## config.mk

```make
export PLATFORM = sky130hd
export DESIGN_NAME = key_value_table_unit
export DESIGN_NICKNAME = d
export VERILOG_FILES = /design/src/hw/rtl/kvt_pkg.sv /design/src/hw/rtl/kvt_slot_store.sv /design/src/hw/rtl/kvt_ctrl.sv /design/src/hw/rtl/key_value_table_unit.sv
export SDC_FILE = /design/constraint.sdc
export NUM_CORES = 1
export LEC_CHECK = 0
export BUFFER_PORTS_ARGS = -buffer_cell sky130_fd_sc_hd__buf_4
export CAP_MARGIN = 20
export CORE_ASPECT_RATIO = 1.2
export CORE_MARGIN = 2
export CORE_UTILIZATION = 40
export CTS_BUF_LIST = sky130_fd_sc_hd__clkbuf_4
export DETAILED_ROUTE_END_ITERATION = 8
export GPL_ROUTABILITY_DRIVEN = 0
export SETUP_SLACK_MARGIN = 0.2
export SLEW_MARGIN = 40
export SYNTH_ARGS = -nofsm -noshare
export SYNTH_HDL_FRONTEND = slang
export SYNTH_SLANG_ARGS = --single-unit
export TNS_END_PERCENT = 20
```

## constraint.sdc

```tcl
create_clock -name clk -period 6.1 [get_ports clk]
set_input_delay 0.61 -clock clk [delete_from_list [all_inputs] [get_ports clk]]
set_output_delay 0.61 -clock clk [all_outputs]
set_load 0.03 [all_outputs]
```

## src/hw/rtl/kvt_pkg.sv

```systemverilog
// shared types, sizes and operation codes of the key/value table
package kvt_pkg;

  localparam int TABLE_ENTRIES = 16;
  localparam int KEY_BITS      = 32;
  localparam int VALUE_BITS    = 32;
  localparam int IDX_W         = (TABLE_ENTRIES > 1) ? $clog2(TABLE_ENTRIES) : 1;
  localparam int CNT_W         = $clog2(TABLE_ENTRIES + 1);

  typedef logic [KEY_BITS-1:0]   key_t;
  typedef logic [VALUE_BITS-1:0] value_t;
  typedef logic [IDX_W-1:0]      idx_t;
  typedef logic [CNT_W-1:0]      cnt_t;

  localparam idx_t LAST_IDX  = IDX_W'(TABLE_ENTRIES - 1);
  localparam cnt_t MAX_COUNT = CNT_W'(TABLE_ENTRIES);

  typedef enum logic [2:0] {
    OP_INSERT   = 3'd0,
    OP_ACCESS   = 3'd1,
    OP_CONTAINS = 3'd2,
    OP_ERASE    = 3'd3,
    OP_CLEAR    = 3'd4
  } op_t;

  typedef struct packed {
    key_t   key;
    value_t value;
  } slot_t;

  typedef struct packed {
    logic  rd_en;
    idx_t  rd_addr;
    logic  wr_en;
    logic  inval_en;
    idx_t  wr_addr;
    slot_t wr_data;
    logic  clr_all;
  } mem_req_t;

  typedef struct packed {
    logic  valid;
    slot_t data;
  } mem_rsp_t;

  typedef struct packed {
    logic        is_empty;
    logic [4:0]  entry_count;
    logic        rejected;
    logic [31:0] value_out;
    logic        found;
  } res_t;

endpackage

```

## src/hw/rtl/kvt_slot_store.sv

```systemverilog
// slot memory with registered read port and per-slot valid flags
module kvt_slot_store (
  input  logic              clk,
  input  logic              rst_n,
  input  kvt_pkg::mem_req_t mem_req,
  output kvt_pkg::mem_rsp_t mem_rsp
);

  kvt_pkg::slot_t                       slot_mem [kvt_pkg::TABLE_ENTRIES];
  logic [kvt_pkg::TABLE_ENTRIES-1:0]    valid_r;
  kvt_pkg::slot_t                       rd_data_r;
  logic                                 rd_valid_r;

  always_ff @(posedge clk) begin
    if (mem_req.wr_en) begin
      slot_mem[mem_req.wr_addr] <= mem_req.wr_data;
    end
    if (mem_req.rd_en) begin
      rd_data_r <= slot_mem[mem_req.rd_addr];
    end
  end

  always_ff @(posedge clk) begin
    if (!rst_n) begin
      valid_r    <= '0;
      rd_valid_r <= 1'b0;
    end else begin
      if (mem_req.rd_en) begin
        rd_valid_r <= valid_r[mem_req.rd_addr];
      end
      if (mem_req.clr_all) begin
        valid_r <= '0;
      end else if (mem_req.wr_en) begin
        valid_r[mem_req.wr_addr] <= 1'b1;
      end else if (mem_req.inval_en) begin
        valid_r[mem_req.wr_addr] <= 1'b0;
      end
    end
  end

  assign mem_rsp.valid = rd_valid_r;
  assign mem_rsp.data  = rd_data_r;

endmodule

```

## src/hw/rtl/kvt_ctrl.sv

```systemverilog
// sequencer: slot scan, match and free-slot tracking, write-back and result
module kvt_ctrl (
  input  logic              clk,
  input  logic              rst_n,
  input  logic              in_valid,
  output logic              in_ready,
  input  logic [2:0]        in_op,
  input  kvt_pkg::key_t     in_key,
  input  kvt_pkg::value_t   in_val,
  output kvt_pkg::mem_req_t mem_req,
  input  kvt_pkg::mem_rsp_t mem_rsp,
  output logic              res_valid,
  input  logic              res_ready,
  output kvt_pkg::res_t     res
);

  typedef enum logic [2:0] {
    ST_IDLE,
    ST_SCAN,
    ST_DRAIN,
    ST_UPDATE,
    ST_RESP
  } state_t;

  state_t              state_r;
  kvt_pkg::op_t        op_r;
  kvt_pkg::key_t       key_r;
  kvt_pkg::value_t     val_r;
  kvt_pkg::idx_t       rd_idx_r;
  logic                chk_r;
  kvt_pkg::idx_t       chk_idx_r;
  logic                hit_r;
  kvt_pkg::idx_t       hit_idx_r;
  kvt_pkg::value_t     hit_val_r;
  logic                free_r;
  kvt_pkg::idx_t       free_idx_r;
  kvt_pkg::cnt_t       count_r;
  kvt_pkg::cnt_t       count_nxt;
  kvt_pkg::res_t       res_r;
  kvt_pkg::res_t       res_nxt;
  kvt_pkg::op_t        in_op_t;
  logic                need_scan;
  logic                hit_now;
  logic                free_now;
  logic                wr_en;
  logic                inval_en;
  logic                clr_all;
  kvt_pkg::idx_t       wr_addr;
  kvt_pkg::value_t     wr_val;

  assign in_op_t   = kvt_pkg::op_t'(in_op);
  assign need_scan = in_op_t inside {kvt_pkg::OP_INSERT, kvt_pkg::OP_ACCESS,
                                     kvt_pkg::OP_CONTAINS, kvt_pkg::OP_ERASE};
  assign in_ready  = (state_r == ST_IDLE);

  assign hit_now  = chk_r && mem_rsp.valid && (mem_rsp.data.key == key_r) && !hit_r;
  assign free_now = chk_r && !mem_rsp.valid && !free_r;

  // write-back and result decision, applied in the update state once any scan is complete
  always_comb begin
    count_nxt = count_r;
    wr_en     = 1'b0;
    inval_en  = 1'b0;
    clr_all   = 1'b0;
    wr_addr   = hit_idx_r;
    wr_val    = val_r;
    res_nxt   = '0;
    unique case (op_r)
      kvt_pkg::OP_INSERT: begin
        if (hit_r) begin
          res_nxt.found = 1'b1;
          wr_en         = 1'b1;
        end else if (free_r) begin
          wr_en     = 1'b1;
          wr_addr   = free_idx_r;
          count_nxt = count_r + 1'b1;
        end else begin
          res_nxt.rejected = 1'b1;
        end
      end
      kvt_pkg::OP_ACCESS: begin
        if (hit_r) begin
          res_nxt.found     = 1'b1;
          res_nxt.value_out = 32'(hit_val_r);
        end else if (free_r) begin
          wr_en     = 1'b1;
          wr_addr   = free_idx_r;
          wr_val    = '0;
          count_nxt = count_r + 1'b1;
        end else begin
          res_nxt.rejected = 1'b1;
        end
      end
      kvt_pkg::OP_CONTAINS: begin
        res_nxt.found = hit_r;
      end
      kvt_pkg::OP_ERASE: begin
        if (hit_r) begin
          res_nxt.found = 1'b1;
          inval_en      = 1'b1;
          if (count_r != '0) begin
            count_nxt = count_r - 1'b1;
          end
        end
      end
      kvt_pkg::OP_CLEAR: begin
        clr_all   = 1'b1;
        count_nxt = '0;
      end
      default: begin
      end
    endcase
    res_nxt.entry_count = 5'(count_nxt);
    res_nxt.is_empty    = (count_nxt == '0);
  end

  assign mem_req.rd_en        = (state_r == ST_SCAN);
  assign mem_req.rd_addr      = rd_idx_r;
  assign mem_req.wr_en        = (state_r == ST_UPDATE) && wr_en;
  assign mem_req.inval_en     = (state_r == ST_UPDATE) && inval_en;
  assign mem_req.clr_all      = (state_r == ST_UPDATE) && clr_all;
  assign mem_req.wr_addr      = wr_addr;
  assign mem_req.wr_data.key  = key_r;
  assign mem_req.wr_data.value = wr_val;

  assign res_valid = (state_r == ST_RESP);
  assign res       = res_r;

  always_ff @(posedge clk) begin
    if (!rst_n) begin
      state_r <= ST_IDLE;
      count_r <= '0;
      chk_r   <= 1'b0;
      hit_r   <= 1'b0;
      free_r  <= 1'b0;
    end else begin
      chk_r     <= (state_r == ST_SCAN);
      chk_idx_r <= rd_idx_r;
      if (hit_now) begin
        hit_r     <= 1'b1;
        hit_idx_r <= chk_idx_r;
        hit_val_r <= mem_rsp.data.value;
      end
      if (free_now) begin
        free_r     <= 1'b1;
        free_idx_r <= chk_idx_r;
      end
      unique case (state_r)
        ST_IDLE: begin
          if (in_valid) begin
            op_r     <= in_op_t;
            key_r    <= in_key;
            val_r    <= in_val;
            rd_idx_r <= '0;
            hit_r    <= 1'b0;
            free_r   <= 1'b0;
            state_r  <= need_scan ? ST_SCAN : ST_UPDATE;
          end
        end
        ST_SCAN: begin
          rd_idx_r <= rd_idx_r + 1'b1;
          if (rd_idx_r == kvt_pkg::LAST_IDX) begin
            state_r <= ST_DRAIN;
          end
        end
        ST_DRAIN: begin
          state_r <= ST_UPDATE;
        end
        ST_UPDATE: begin
          res_r   <= res_nxt;
          count_r <= count_nxt;
          state_r <= ST_RESP;
        end
        ST_RESP: begin
          if (res_ready) begin
            state_r <= ST_IDLE;
          end
        end
        default: begin
          state_r <= ST_IDLE;
        end
      endcase
    end
  end

  a_count_bound: assert property (@(posedge clk) disable iff (!rst_n)
    count_r <= kvt_pkg::MAX_COUNT)
    else $error("pair count above table size");

  a_found_xor_reject: assert property (@(posedge clk) disable iff (!rst_n)
    (state_r == ST_RESP) |-> !(res_r.found && res_r.rejected))
    else $error("result both found and rejected");

  a_clear_empties: assert property (@(posedge clk) disable iff (!rst_n)
    (state_r == ST_UPDATE && op_r == kvt_pkg::OP_CLEAR) |=> (count_r == '0))
    else $error("clear left pairs counted");

  a_empty_flag: assert property (@(posedge clk) disable iff (!rst_n)
    (state_r == ST_RESP) |-> (res_r.is_empty == (count_r == '0)))
    else $error("empty flag disagrees with pair count");

endmodule

```

## src/hw/rtl/key_value_table_unit.sv

```systemverilog
// top level of the key/value table: stream ports, result register, slot store and sequencer
//
// Holds up to TABLE_ENTRIES unique key/value pairs in one synchronous slot
// memory plus a valid flag per slot. Each input beat carries an operation in
// in_tuser (insert/update, access, contains, erase, clear) with key and value
// in in_tdata, and yields exactly one result beat. An operation that needs a
// lookup reads every slot once through the single memory read port, in
// order: it takes the beat, reads each slot in turn, waits out the read
// latency in a drain state, writes back and then hands the result over.
// Clear and unused codes skip the scan. The result sits in an output
// register, so the next beat is taken while the previous result waits on
// out_tready; a second result stalls the input until that register drains.
// New pairs go into the lowest free slot; a new key into a full table is
// rejected.
module key_value_table_unit (
  input  logic        clk,
  input  logic        rst_n,
  input  logic        in_tvalid,
  output logic        in_tready,
  input  logic [63:0] in_tdata,   // key [31:0], value_in [63:32]
  input  logic [2:0]  in_tuser,   // operation [2:0]
  output logic        out_tvalid,
  input  logic        out_tready,
  output logic [39:0] out_tdata   // found, value_out, rejected, entry_count, is_empty
);

  kvt_pkg::mem_req_t mem_req;
  kvt_pkg::mem_rsp_t mem_rsp;
  kvt_pkg::res_t     res;
  kvt_pkg::res_t     out_res_r;
  logic              res_valid;
  logic              res_ready;
  logic              out_valid_r;
  kvt_pkg::key_t     in_key;
  kvt_pkg::value_t   in_val;

  // key and value fields already match the stored widths and pass through unchanged
  assign in_key = kvt_pkg::key_t'($signed(in_tdata[31:0]));
  assign in_val = kvt_pkg::value_t'(in_tdata[63:32]);

  kvt_slot_store u_store (
    .clk     (clk),
    .rst_n   (rst_n),
    .mem_req (mem_req),
    .mem_rsp (mem_rsp)
  );

  kvt_ctrl u_ctrl (
    .clk       (clk),
    .rst_n     (rst_n),
    .in_valid  (in_tvalid),
    .in_ready  (in_tready),
    .in_op     (in_tuser),
    .in_key    (in_key),
    .in_val    (in_val),
    .mem_req   (mem_req),
    .mem_rsp   (mem_rsp),
    .res_valid (res_valid),
    .res_ready (res_ready),
    .res       (res)
  );

  assign res_ready = !out_valid_r || out_tready;

  always_ff @(posedge clk) begin
    if (!rst_n) begin
      out_valid_r <= 1'b0;
    end else begin
      if (res_valid && res_ready) begin
        out_valid_r <= 1'b1;
        out_res_r   <= res;
      end else if (out_tready) begin
        out_valid_r <= 1'b0;
      end
    end
  end

  assign out_tvalid = out_valid_r;
  assign out_tdata  = out_res_r;

endmodule
```

### After elaboration in Yosys (flattened, before gate mapping)

Memory sizes are Yosys's and may differ from the RTL's. A register that Yosys moved wholly into a read port is not among the register bits.
Cells that the tools add are included.

* add/sub/neg operators: 3
* eq/ne operators: 16
* muxes and demuxes: 44
* order comparisons: 3
* reduce and logical (&&, ||, !) cells: 36
* bitwise operators: 5

Operators with widths (count)
* 2-to-1 mux 32 bit: 3
* equality test 32 bit: 1
* 2-to-1 mux 16 bit: 2
* 2-to-1 mux 1 bit: 20
* 2-to-1 mux 5 bit: 4
* equality test 3 x 2 -> 1 bit (second input constant): 6
* AND 16 bit: 1
* 2-to-1 mux 4 bit: 4
* NOT 16 bit: 1
* bitwise OR 16 bit: 1
* one-hot mux 3 bit (5 select lines): 1
* one-hot mux 5 bit (3 select lines): 1
* logical AND 1 bit: 10
* < comparator 4 x 5 -> 1 bit (second input constant): 2
* AND reduction 2 bit: 5
* equality test 3 x 1 -> 1 bit (second input constant): 3
* zero test 3 bit: 3
* 2-to-1 mux 3 bit: 3
* AND reduction 3 bit: 3
* one-hot mux 4 bit (2 select lines): 1
* OR reduction 2 bit: 4
* equality test 3 bit (second input constant): 2
* nonzero test 2 bit: 3
* adder 5 x 1 -> 5 bit (second input constant): 1
* other kinds (17): 22

* flip-flop bits (word level): 224
* bits in writable memories: 1024
* word-level logic and storage cells: 134
* output and inout bits: 42
* memories kept: 1

Memory list
* u_store.slot_mem: words 16, width 64, read ports 1, clocked after memory_dff 1, write ports 1, RTL line kvt_slot_store.sv:9 `kvt_pkg::slot_t slot_mem [kvt_pkg::TABLE_ENTRIES];`

### Depth between registers and ports, before layout

Gate-level depths: netlist of run 1.

* word-level depth: 11
* mapped depth: 8
* depth with buffers taken out: 7

### Cells and area by module

From an unflattened synthesis of run 1, not the netlist that was laid out.

* cell total of the unflattened synthesis: 2051
* area total of the unflattened synthesis: 49078.3 µm²

By module, submodules not included
* kvt_slot_store: cells each 1601, area an instance 41284.6 µm², sequential area each 33011.7 µm², instances 1
* kvt_ctrl: cells each 405, area an instance 6541.3 µm², sequential area each 4874.7 µm², instances 1
* key_value_table_unit: cells each 45, area an instance 1252.5 µm², sequential area each 1221.2 µm², instances 1

### Worst setup path after synthesis of run 1

OpenSTA, ideal clock, no wires.

* path type: reg2reg
* from: register u_ctrl.key_r[24]
* to: register u_ctrl.hit_idx_r[0] (enable)
* slack: 1.714 ns
* cell stages (with the launch flop): 6
* buffers on the path: 0
* clock period less this slack: 4.386 ns
* required time: 5.618 ns
* data arrival time: 3.905 ns
* cell sequence: edfxtp_1 -> xnor2_1 -> nand4_1 -> nor4_1 -> nand3_1 -> nor3b_1

* cells in the longest elaborated chain, start to end: 4

Ends and longest elaborated chain
* from (decl): RTL line kvt_ctrl.sv:27 `kvt_pkg::key_t key_r;`
* from (signal assigned): RTL line kvt_ctrl.sv:152 `key_r <= in_key;`
* equality test 32 bit: RTL line kvt_ctrl.sv:56 `assign hit_now = chk_r && mem_rsp.valid && (mem_rsp.data.key == key_r) && !hit_r;`
* logical AND 1 bit (2 in a row): RTL line kvt_ctrl.sv:56
* AND reduction 2 bit (no line)
* to (signal assigned): RTL line kvt_ctrl.sv:141 `hit_idx_r <= chk_idx_r;`
* to (decl): RTL line kvt_ctrl.sv:33 `kvt_pkg::idx_t hit_idx_r;`

No other way between the ends.
A chain may end at the register's enable or synchronous reset.

### Worst setup path after layout of run 1

* from: register u_ctrl.op_r[2]
* to: memory u_store.slot_mem[10][60] in the netlist's numbering (enable)

* cells in the longest elaborated chain, start to end: 5

Ends and longest elaborated chain
* from (decl): RTL line kvt_ctrl.sv:26 `kvt_pkg::op_t op_r;`
* from (signal assigned): RTL line kvt_ctrl.sv:151 `op_r <= in_op_t;`
* equality test 3 x 1 -> 1 bit or zero test 3 bit (tied branches): RTL line kvt_ctrl.sv:68 `unique case (op_r)`
* one-hot mux 1 bit (2 select lines): RTL line kvt_ctrl.sv:68
* logical AND 1 bit: RTL line kvt_ctrl.sv:119 `assign mem_req.wr_en = (state_r == ST_UPDATE) && wr_en;`
* 2-to-1 mux 1 bit: RTL line kvt_slot_store.sv:15 `if (mem_req.wr_en) begin`
* 2-to-1 mux 1 bit (implied by the code): RTL line kvt_slot_store.sv:16 `slot_mem[mem_req.wr_addr] <= mem_req.wr_data;`
* to (decl): RTL line kvt_slot_store.sv:9

Several ways; a longest one is shown, not always the timed one.

==> results of run 1 <==
worst max path at each step:
stage                     cells after the start                       end             start
final                                         6  u_store.slot_mem[10][60]    u_ctrl.op_r[2]
after global routing                          6  u_store.slot_mem[10][60]    u_ctrl.op_r[2]
after CTS                                     6  u_store.slot_mem[10][60]    u_ctrl.op_r[2]
after detailed placement                      6  u_store.slot_mem[10][46]    u_ctrl.op_r[2]
after global placement                        6  u_store.slot_mem[10][41]    u_ctrl.op_r[2]
after floorplan                               5       u_ctrl.hit_idx_r[0]  u_ctrl.key_r[24]
cell type report:
type / instances / area, µm² / area share
Multi-Input combinational cell: 623 / 9270 / 0.163
Sequential cell: 1312 / 39100 / 0.688
Inverter: 24 / 153 / 0.00269
Clock inverter: 92 / 499 / 0.00879
Timing Repair Buffer: 243 / 2160 / 0.0381
Tap cell: 1633 / 2040 / 0.0360
Antenna cell: 2 / 5.00 / 0.0000881
Clock buffer: 474 / 3560 / 0.0626
synth_stat cells, drive strengths merged (2+ instances only):
master   instances  area share
or2              2     0.00026
nor3             7     0.00072
o21ai           27      0.0028
o31a             2     0.00038
a21boi           3     0.00046
mux2i            6      0.0012
xor2             5     0.00090
or3              2     0.00026
nand2           29      0.0022
and3             2     0.00028
nand3b           2     0.00031
or3b             2     0.00036
mux2             2     0.00046
o211ai           2     0.00031
nand4b           2     0.00036
and3b            3     0.00054
dfxtp           29       0.012
and2            66      0.0085
nand3           10      0.0010
nand2b          14      0.0018
a31oi            3     0.00038
a21oi           20      0.0020
nor2            15      0.0012
nor2b            5     0.00064
clkbuf          49      0.0038
nand4            7     0.00090
nor4b            2     0.00097
buf             41      0.0045
o31ai            2     0.00031
edfxtp        1283        0.79
mux4           324        0.15
ha               3     0.00077
nor3b            6     0.00092
inv             24      0.0018
xnor2           30      0.0054
nor4             4     0.00064
o2bb2ai          2     0.00036
flip-flops by register name, indices dropped and copies added, names as in the netlist, 5 cells and up, named ones only:
name	count
u_store.mem_rsp	64
out_tdata	40
u_store.slot_mem	1024
u_ctrl.count_r	5
u_ctrl.res	40
u_ctrl.val_r	32
u_ctrl.key_r	32
u_ctrl.hit_val_r	32
stage by stage:
stage / setup slack [ns] / power [mW]
after floorplan: 1.71 / 11.3
after global placement: 2.15 / 11.7
after detailed placement: 2.05 / 11.7
after CTS: 1.97 / 19.0
after global routing: 1.66 / 19.5
final: 2.01 / 18.7
worst max-delay path, delay by kind of cell (launching register included):
| family | cells | cell delay, ns |
|---|---|---|
| multiplexers | 1 | 0.30 |
| flip-flops | 1 | 0.57 |
| AND/OR/NAND/NOR | 3 | 1.52 |
| buffers and inverters | 2 | 1.21 |
kinds of logic after synthesis:
kind of cell    Yosys count  share of synthesized area
flops                  1312                      0.800
mux                     332                      0.151
simple gates            184                     0.0227
buf+inv                 115                     0.0103
compound gates           69                    0.00855
xor+xnor                 35                    0.00627
fa+ha+maj                 3                   0.000768
layer usage:
| layer | up-vias | part of all wire | global-route usage |
|---|---|---|---|
| met4 | 0 | 0.019 | 0.0614 |
| met1 | 12038 | 0.41 | 0.220 |
| met2 | 851 | 0.50 | 0.271 |
| li1 | 9846 | - | - |
| met5 | - | 0 | 0 |
| met3 | 157 | 0.066 | 0.0398 |
power by group:
part | internal, mW | switching [mW] | total [mW]
combinational | 0.673 | 0.660 | 1.33
clock | 3.78 | 3.37 | 7.15
sequential | 10.1 | 0.120 | 10.2
repair_timing:
| item | 4_1_cts | 5_1_grt |
|---|---|---|
| endpoints found under the hold margin | 126 | 0 |
| hold buffers | 91 | 0 |
| setup endpoints to repair | 0 | 0 |
==> impl_metrics.tcl, run 1 <==
set metrics [dict create \
    drc 0 \
    synth_ff_type "edfxtp_1" \
    instances_no_fill 4403 \
    clock_skew_ns 0.115 \
    start_kind "register" \
    tightest_slew_ns 0.825 \
    final-hold-violation-count 0 \
    tritoncts "yes" \
    fin_crit_ns 4.09 \
    yosysWarningCount 0 \
    numClockSinks 1312 \
    finalSetupTns_ns 0 \
    drtIter0Drc 1891 \
    synth.avg_cell_area_um2 23.8 \
    post-route-period-util 0.671 \
    hold_path_end "u_ctrl.key_r[1]" \
    timing.fmax_ghz 0.244 \
    cp.arrival_ns 4.84 \
    stdcell_area_um2 56800 \
    die_w_um 323 \
    viasPerCell 5.20 \
    placed_cells 3742 \
    path_clk_slew_ns 0.07 \
    rr_worst_depth 6 \
    portBuffers 112 \
    clockBufferDepth 4 \
    slowest_delay_ns 0.77 \
    grt_max_degree 71 \
    grt_usage 0.167 \
    dieArea_um2 125000 \
    drv_slew 0 \
    drv_cap 0 \
    netlist_area_um2 48900 \
    core_area_um2 121000 \
    cp_max_fo 40 \
    rsz0062_at_grt "false" \
    cts_root_buf "clkbuf_4" \
    worst_path_max_delay_cell "nor4b_4" \
    place_area_um2 51800 \
    maxSlewHeadroom 0.450 \
    die_h_um 387 \
    syn2layout_area_growth_pct 16.3 \
    p_per_area_nw_per_um2 329 \
    finalSetupViolCount 0 \
    status "complete, no violations" \
    num_rows 140 \
    critical_path.cell_chain "nor4b_4 -> mux2i_1 -> nor3b_1 -> nand2b_1 -> clkinv_2 -> buf_4" \
    overflow 0 \
    yosysSeqAreaShare 0.800 \
    wire_per_inst_um 23.4 \
    clock_latency_ns 1.23 \
    async_flop_share 0 \
    hold-worst-slack_ns 0.173 \
    synth-seq-cells 1312 \
    layout_common_cells "edfxtp_1, clkbuf_4, mux4_2" \
    timing.rr.start "u_ctrl.op_r[2]" \
    cts_inserted_buffers 342 \
    grt_pass1_wl_mm 153 \
    first_global_vias 24820 \
    synth.distinct_cells 57 \
    p_leak_nw 18.2 \
    antenna_found_initial 4 \
    cts_setup_buffers 0 \
    r2r_end "u_store.slot_mem[10][60]" \
    nNetsFinal 2620 \
    syn_inst 2050 \
    synth_edf_count 1283 \
    cts.htree.levels 5 \
    fill_cells 10189 \
    firstDrtPassIters 5 \
    crit_required_ns 6.85 \
    min_path_type "input pin to register" \
    cts_resized 0 \
    cp-end-kind "register" \
    start_util 0.403 \
    final_antenna_net_count 0 \
    layout_commonest_cell "edfxtp_1" \
    io_pins 113 \
    rrSetupSlack_ns 2.01 \
    vias 22892 \
    worstHoldStart "in_tdata[1]" \
    syn-num-nets 2124 \
    finalWirelength_mm 103 \
    dp_hpwl_mm 53.9 \
    peakVddDrop_mv 0.157 \
    drive_above_1_share 0.365 \
    crit_type "register to register" \
    min_path_cells 2 \
    utilization 0.469 \
]
Power figures use the tool's default switching activity.
==> inputs of run 2 (changes only) <==
==> constraint.sdc (replaced) <==
create_clock -name clk -period 4.25 [get_ports clk]
set_input_delay 0.425 -clock clk [delete_from_list [all_inputs] [get_ports clk]]
set_output_delay 0.425 -clock clk [all_outputs]
set_load 0.03 [all_outputs]
==> impl_metrics.tcl, run 2 (synthesis gave the netlist of run 1 again) <==
set metrics [dict create \
    status "complete, no violations" \
    io_pins 113 \
    start_kind "register" \
    cp.arrival_ns 4.39 \
    tritoncts "yes" \
    fin_crit_ns 3.50 \
    firstDrtPassIters 6 \
    cts_inserted_buffers 330 \
    finalWirelength_mm 105 \
    post-route-period-util 0.822 \
    viasPerCell 5.19 \
    path_clk_slew_ns 0.06 \
    drv_slew 0 \
    dieArea_um2 125000 \
    vias 23261 \
    clock_latency_ns 1.22 \
    numClockSinks 1312 \
    overflow 0 \
    cts.htree.levels 5 \
    timing.fmax_ghz 0.286 \
    crit_required_ns 5.15 \
    rsz0062_at_grt "false" \
    cp-end-kind "register" \
    final-hold-violation-count 0 \
    wire_per_inst_um 23.4 \
    finalSetupViolCount 0 \
    grt_usage 0.171 \
    fill_cells 10150 \
    first_global_vias 25032 \
    top_register "u_store.slot_mem" \
    cp_max_fo 22 \
    min_path_type "input pin to register" \
    start_util 0.403 \
    clock_skew_ns 0.0919 \
    num_rows 140 \
    finalSetupTns_ns 0 \
    layout_common_cells "edfxtp_1, clkbuf_4, mux4_2" \
    p_per_area_nw_per_um2 461 \
    cts_root_buf "clkbuf_4" \
    drc 0 \
    p_leak_nw 18.6 \
    drtIter0Drc 2265 \
    drv_cap 0 \
    grt_max_degree 128 \
    die_w_um 323 \
    grt_pass1_wl_mm 157 \
    peakVddDrop_mv 0.208 \
    portBuffers 112 \
    final_antenna_net_count 0 \
    dp_hpwl_mm 54.9 \
    crit_type "register to register" \
    largest_register_ffs 1024 \
    nNetsFinal 2680 \
    utilization 0.475 \
    drive_above_1_share 0.359 \
    clockBufferDepth 4 \
    maxSlewHeadroom 0.430 \
    tightest_slew_ns 0.856 \
    layout_commonest_cell "edfxtp_1" \
    core_area_um2 121000 \
    cts_resized 0 \
    antenna_found_initial 2 \
    syn2layout_area_growth_pct 17.9 \
    die_h_um 387 \
]
-- run 2: changes by cell type in the layout (fill, tap and decap cells not counted), moves of 3 or more --
| cell | change |
|---|---|
| buf_12 | +23 |
| bufinv_16 | -3 |
| clkbuf_4 | -9 |
| clkinv_1 | +12 |
| clkinv_2 | +10 |
| clkinv_4 | -10 |
| dlygate4sd3_1 | +49 |
-- run 2: worst paths after layout --
check	start	endpoint	slack, ns	cells past startpoint
max	u_ctrl.op_r[2]	u_store.slot_mem[5][23]	0.75	7
min	in_tvalid	u_ctrl.state_r[0]	0.14	4
max reg2reg	u_ctrl.op_r[2]	u_store.slot_mem[5][23]	0.75	7
min reg2reg	u_store.mem_rsp[31]	u_ctrl.hit_val_r[31]	0.39	0
-- run 2: per-layer routing --
layer	part of all wire	global-route usage
met1	0.42	0.226
met2	0.50	0.277
met3	0.057	0.0404
met4	0.022	0.0584
met5	0	0
-- run 2: worst max-delay path, stage by stage (launching register included) --
cell and delay, ns:
edfxtp_1 0.56, nor4b_4 0.48, buf_4 0.26, nor3b_1 0.06
a31oi_1 0.43, nand2b_1 0.22, clkinv_2 0.65, buf_4 0.49
-- run 2: cell type report --
cell class                 count  area [µm²]  share of cell area
timing repair buffer         315        3100              0.0538
inverter                      24         115             0.00200
tap                         1633        2040              0.0355
clock buffer                 465        3490              0.0606
antenna                        4        10.0            0.000174
clock inverter               102         454             0.00788
sequential                  1312       39100               0.679
multi-input combinational    623        9280               0.161
-- run 2: metrics by stage --
step	hold slack (ns)	setup WS, ns	area [µm²]	total power, mW	cells
floorplan	0.400	0.587	48900	16.2	2050
global placement	0.402	0.624	52200	16.8	3764
detailed placement	0.405	0.688	52200	16.8	3765
CTS	0.00506	0.628	57600	27.0	4472
global route	0.0612	0.590	57600	27.8	4477
finish	0.137	0.755	57600	26.6	4478
-- run 2: where the power goes --
group	switching (mW)	internal, mW
clock	4.81	5.16
combinational	0.961	1.02
sequential	0.161	14.5
-- run 2: timing repair --
action / CTS / global route
hold endpoints to repair: 149 / 0
hold buffers: 140 / 0
setup buffers: 0 / 0
==> inputs of run 3 (changes only) <==
==> constraint.sdc (replaced) <==
create_clock -name clk -period 2.85 [get_ports clk]
set_input_delay 0.285 -clock clk [delete_from_list [all_inputs] [get_ports clk]]
set_output_delay 0.285 -clock clk [all_outputs]
set_load 0.03 [all_outputs]
==> impl_metrics.tcl, run 3 (synthesis gave the netlist of run 1 again) <==
set metrics [dict create \
    num_rows 140 \
    peakVddDrop_mv 0.322 \
    finalWirelength_mm 110 \
    cts_root_buf "clkbuf_4" \
    rrSetupSlack_ns 0.15 \
    cp_max_fo 21 \
    drive_above_1_share 0.385 \
    cp.arrival_ns 3.58 \
    fill_cells 9901 \
    crit_type "register to register" \
    grt_max_degree 74 \
    core_area_um2 121000 \
    status "complete, no violations" \
    start_util 0.403 \
    clock_latency_ns 1.24 \
    tritoncts "yes" \
    nNetsFinal 2771 \
    timing.fmax_ghz 0.370 \
    clock_skew_ns 0.0826 \
    numClockSinks 1312 \
    rsz0062_at_grt "true" \
    p_leak_nw 19.2 \
    cts.htree.levels 5 \
    layout_common_cells "edfxtp_1, clkbuf_4, mux4_2" \
    dieArea_um2 125000 \
    drv_slew 0 \
    cp-end-kind "register" \
    path_clk_slew_ns 0.07 \
    drv_cap 0 \
    critical_path.cell_chain "or4b_4 -> mux2i_2 -> nor2b_4 -> nand2b_4 -> clkinvlp_4 -> clkbuf_16" \
    viasPerCell 5.18 \
    grt_pass1_wl_mm 160 \
    p_per_area_nw_per_um2 677 \
    clockBufferDepth 4 \
    instances_no_fill 4562 \
    dp_hpwl_mm 59.7 \
    crit_required_ns 3.73 \
    placed_cells 3820 \
    tightest_slew_ns 0.678 \
    overflow 0 \
    die_w_um 323 \
    top_register "u_store.slot_mem" \
    worst_path_max_delay_cell "or4b_4" \
    final_antenna_net_count 0 \
    io_pins 113 \
    rr_worst_depth 6 \
    fin_ws_ns 0.147 \
    fin_crit_ns 2.70 \
    syn2layout_area_growth_pct 20.9 \
    die_h_um 387 \
    min_path_cells 3 \
    drc 0 \
    drtIter0Drc 1924 \
    first_global_vias 25250 \
    portBuffers 112 \
    largest_register_ffs 1024 \
    slowest_delay_ns 0.64 \
    vias 23638 \
    start_kind "register" \
    layout_commonest_cell "edfxtp_1" \
    post-place-ws_ns -0.0133 \
    cts_inserted_buffers 332 \
    firstDrtPassIters 5 \
    maxSlewHeadroom 0.547 \
    finalSetupViolCount 0 \
    min_path_type "input pin to register" \
    antenna_found_initial 4 \
    post-route-period-util 0.948 \
    wire_per_inst_um 24.2 \
    final-hold-violation-count 0 \
    grt_usage 0.175 \
]
-- run 3: changes by cell type in the layout (fill, tap and decap cells not counted), moves of 4 or more --
cell and delta:
buf_4 +39, buf_12 +30, clkinvlp_4 +16, clkinv_2 -15
buf_6 +7, clkbuf_16 +6, nand2_1 -6, clkbuf_4 -5
nand2_4 +4
-- run 3: repair_timing --
item	in CTS	in global routing
hold buffers	142	0
gates cloned	2	7
pin swaps	1	2
endpoints found under the hold margin	291	0
resized for setup	10	17
buffers inserted	14	11
endpoints found under the setup margin	666	621
-- run 3: final cells by class --
cell class | instances | area, µm² | area share
clock buffer | 460 | 3450 | 0.0584
timing repair buffer | 404 | 4370 | 0.0740
multi-input combinational | 623 | 9420 | 0.159
antenna | 4 | 10.0 | 0.000169
sequential | 1312 | 39100 | 0.662
tap | 1633 | 2040 | 0.0346
inverter | 24 | 154 | 0.00260
clock inverter | 102 | 526 | 0.00889
-- run 3: where the power goes --
part           leakage [nW]  switching [mW]  total, mW  internal (mW)
combinational          4.96            1.58       3.22           1.64
sequential             11.9           0.155       21.7           21.6
clock                  2.37            7.19       15.1           7.89
total                  19.2            8.93       40.0           31.1
-- run 3: stage by stage --
step	power, mW	hold WS [ns]	utilization	area, µm²	setup TNS [ns]
after detailed placement	25.2	0.405	0.438	53100	-0.249
after global placement	25.2	0.401	0.438	53100	0
final	40.0	0.293	0.487	59100	0
after floorplan	24.1	0.384	-	49000	-16.69
after CTS	40.6	0.150	0.484	58700	0
after global routing	41.7	0.223	0.487	59100	0
-- run 3: worst max-delay path: cells and delay by family, from the launching register on --
| kind | cells | cell delay (ns) |
|---|---|---|
| buf+inv | 2 | 0.63 |
| flops | 1 | 0.48 |
| mux | 1 | 0.24 |
| simple gates | 3 | 1.01 |
-- run 3: routing by layer --
| metal | vias to the layer above | wire, µm | part of all wire | global-route usage |
|---|---|---|---|---|
| met1 | 12494 | 45500 | 0.41 | 0.231 |
| met5 | - | 0 | 0 | 0 |
| met3 | 166 | 6530 | 0.059 | 0.0408 |
| met2 | 825 | 55900 | 0.51 | 0.288 |
| li1 | 10153 | - | - | - |
| met4 | 0 | 2340 | 0.021 | 0.0566 |
-- run 3: worst paths after layout --
path | end | startpoint
hold reg to reg | u_ctrl.hit_val_r[26] | u_store.mem_rsp[26]
hold / removal | u_ctrl.key_r[31] | in_tvalid
setup / recovery | u_store.slot_mem[9][15] | u_ctrl.op_r[1]
setup reg to reg | u_store.slot_mem[9][15] | u_ctrl.op_r[1]
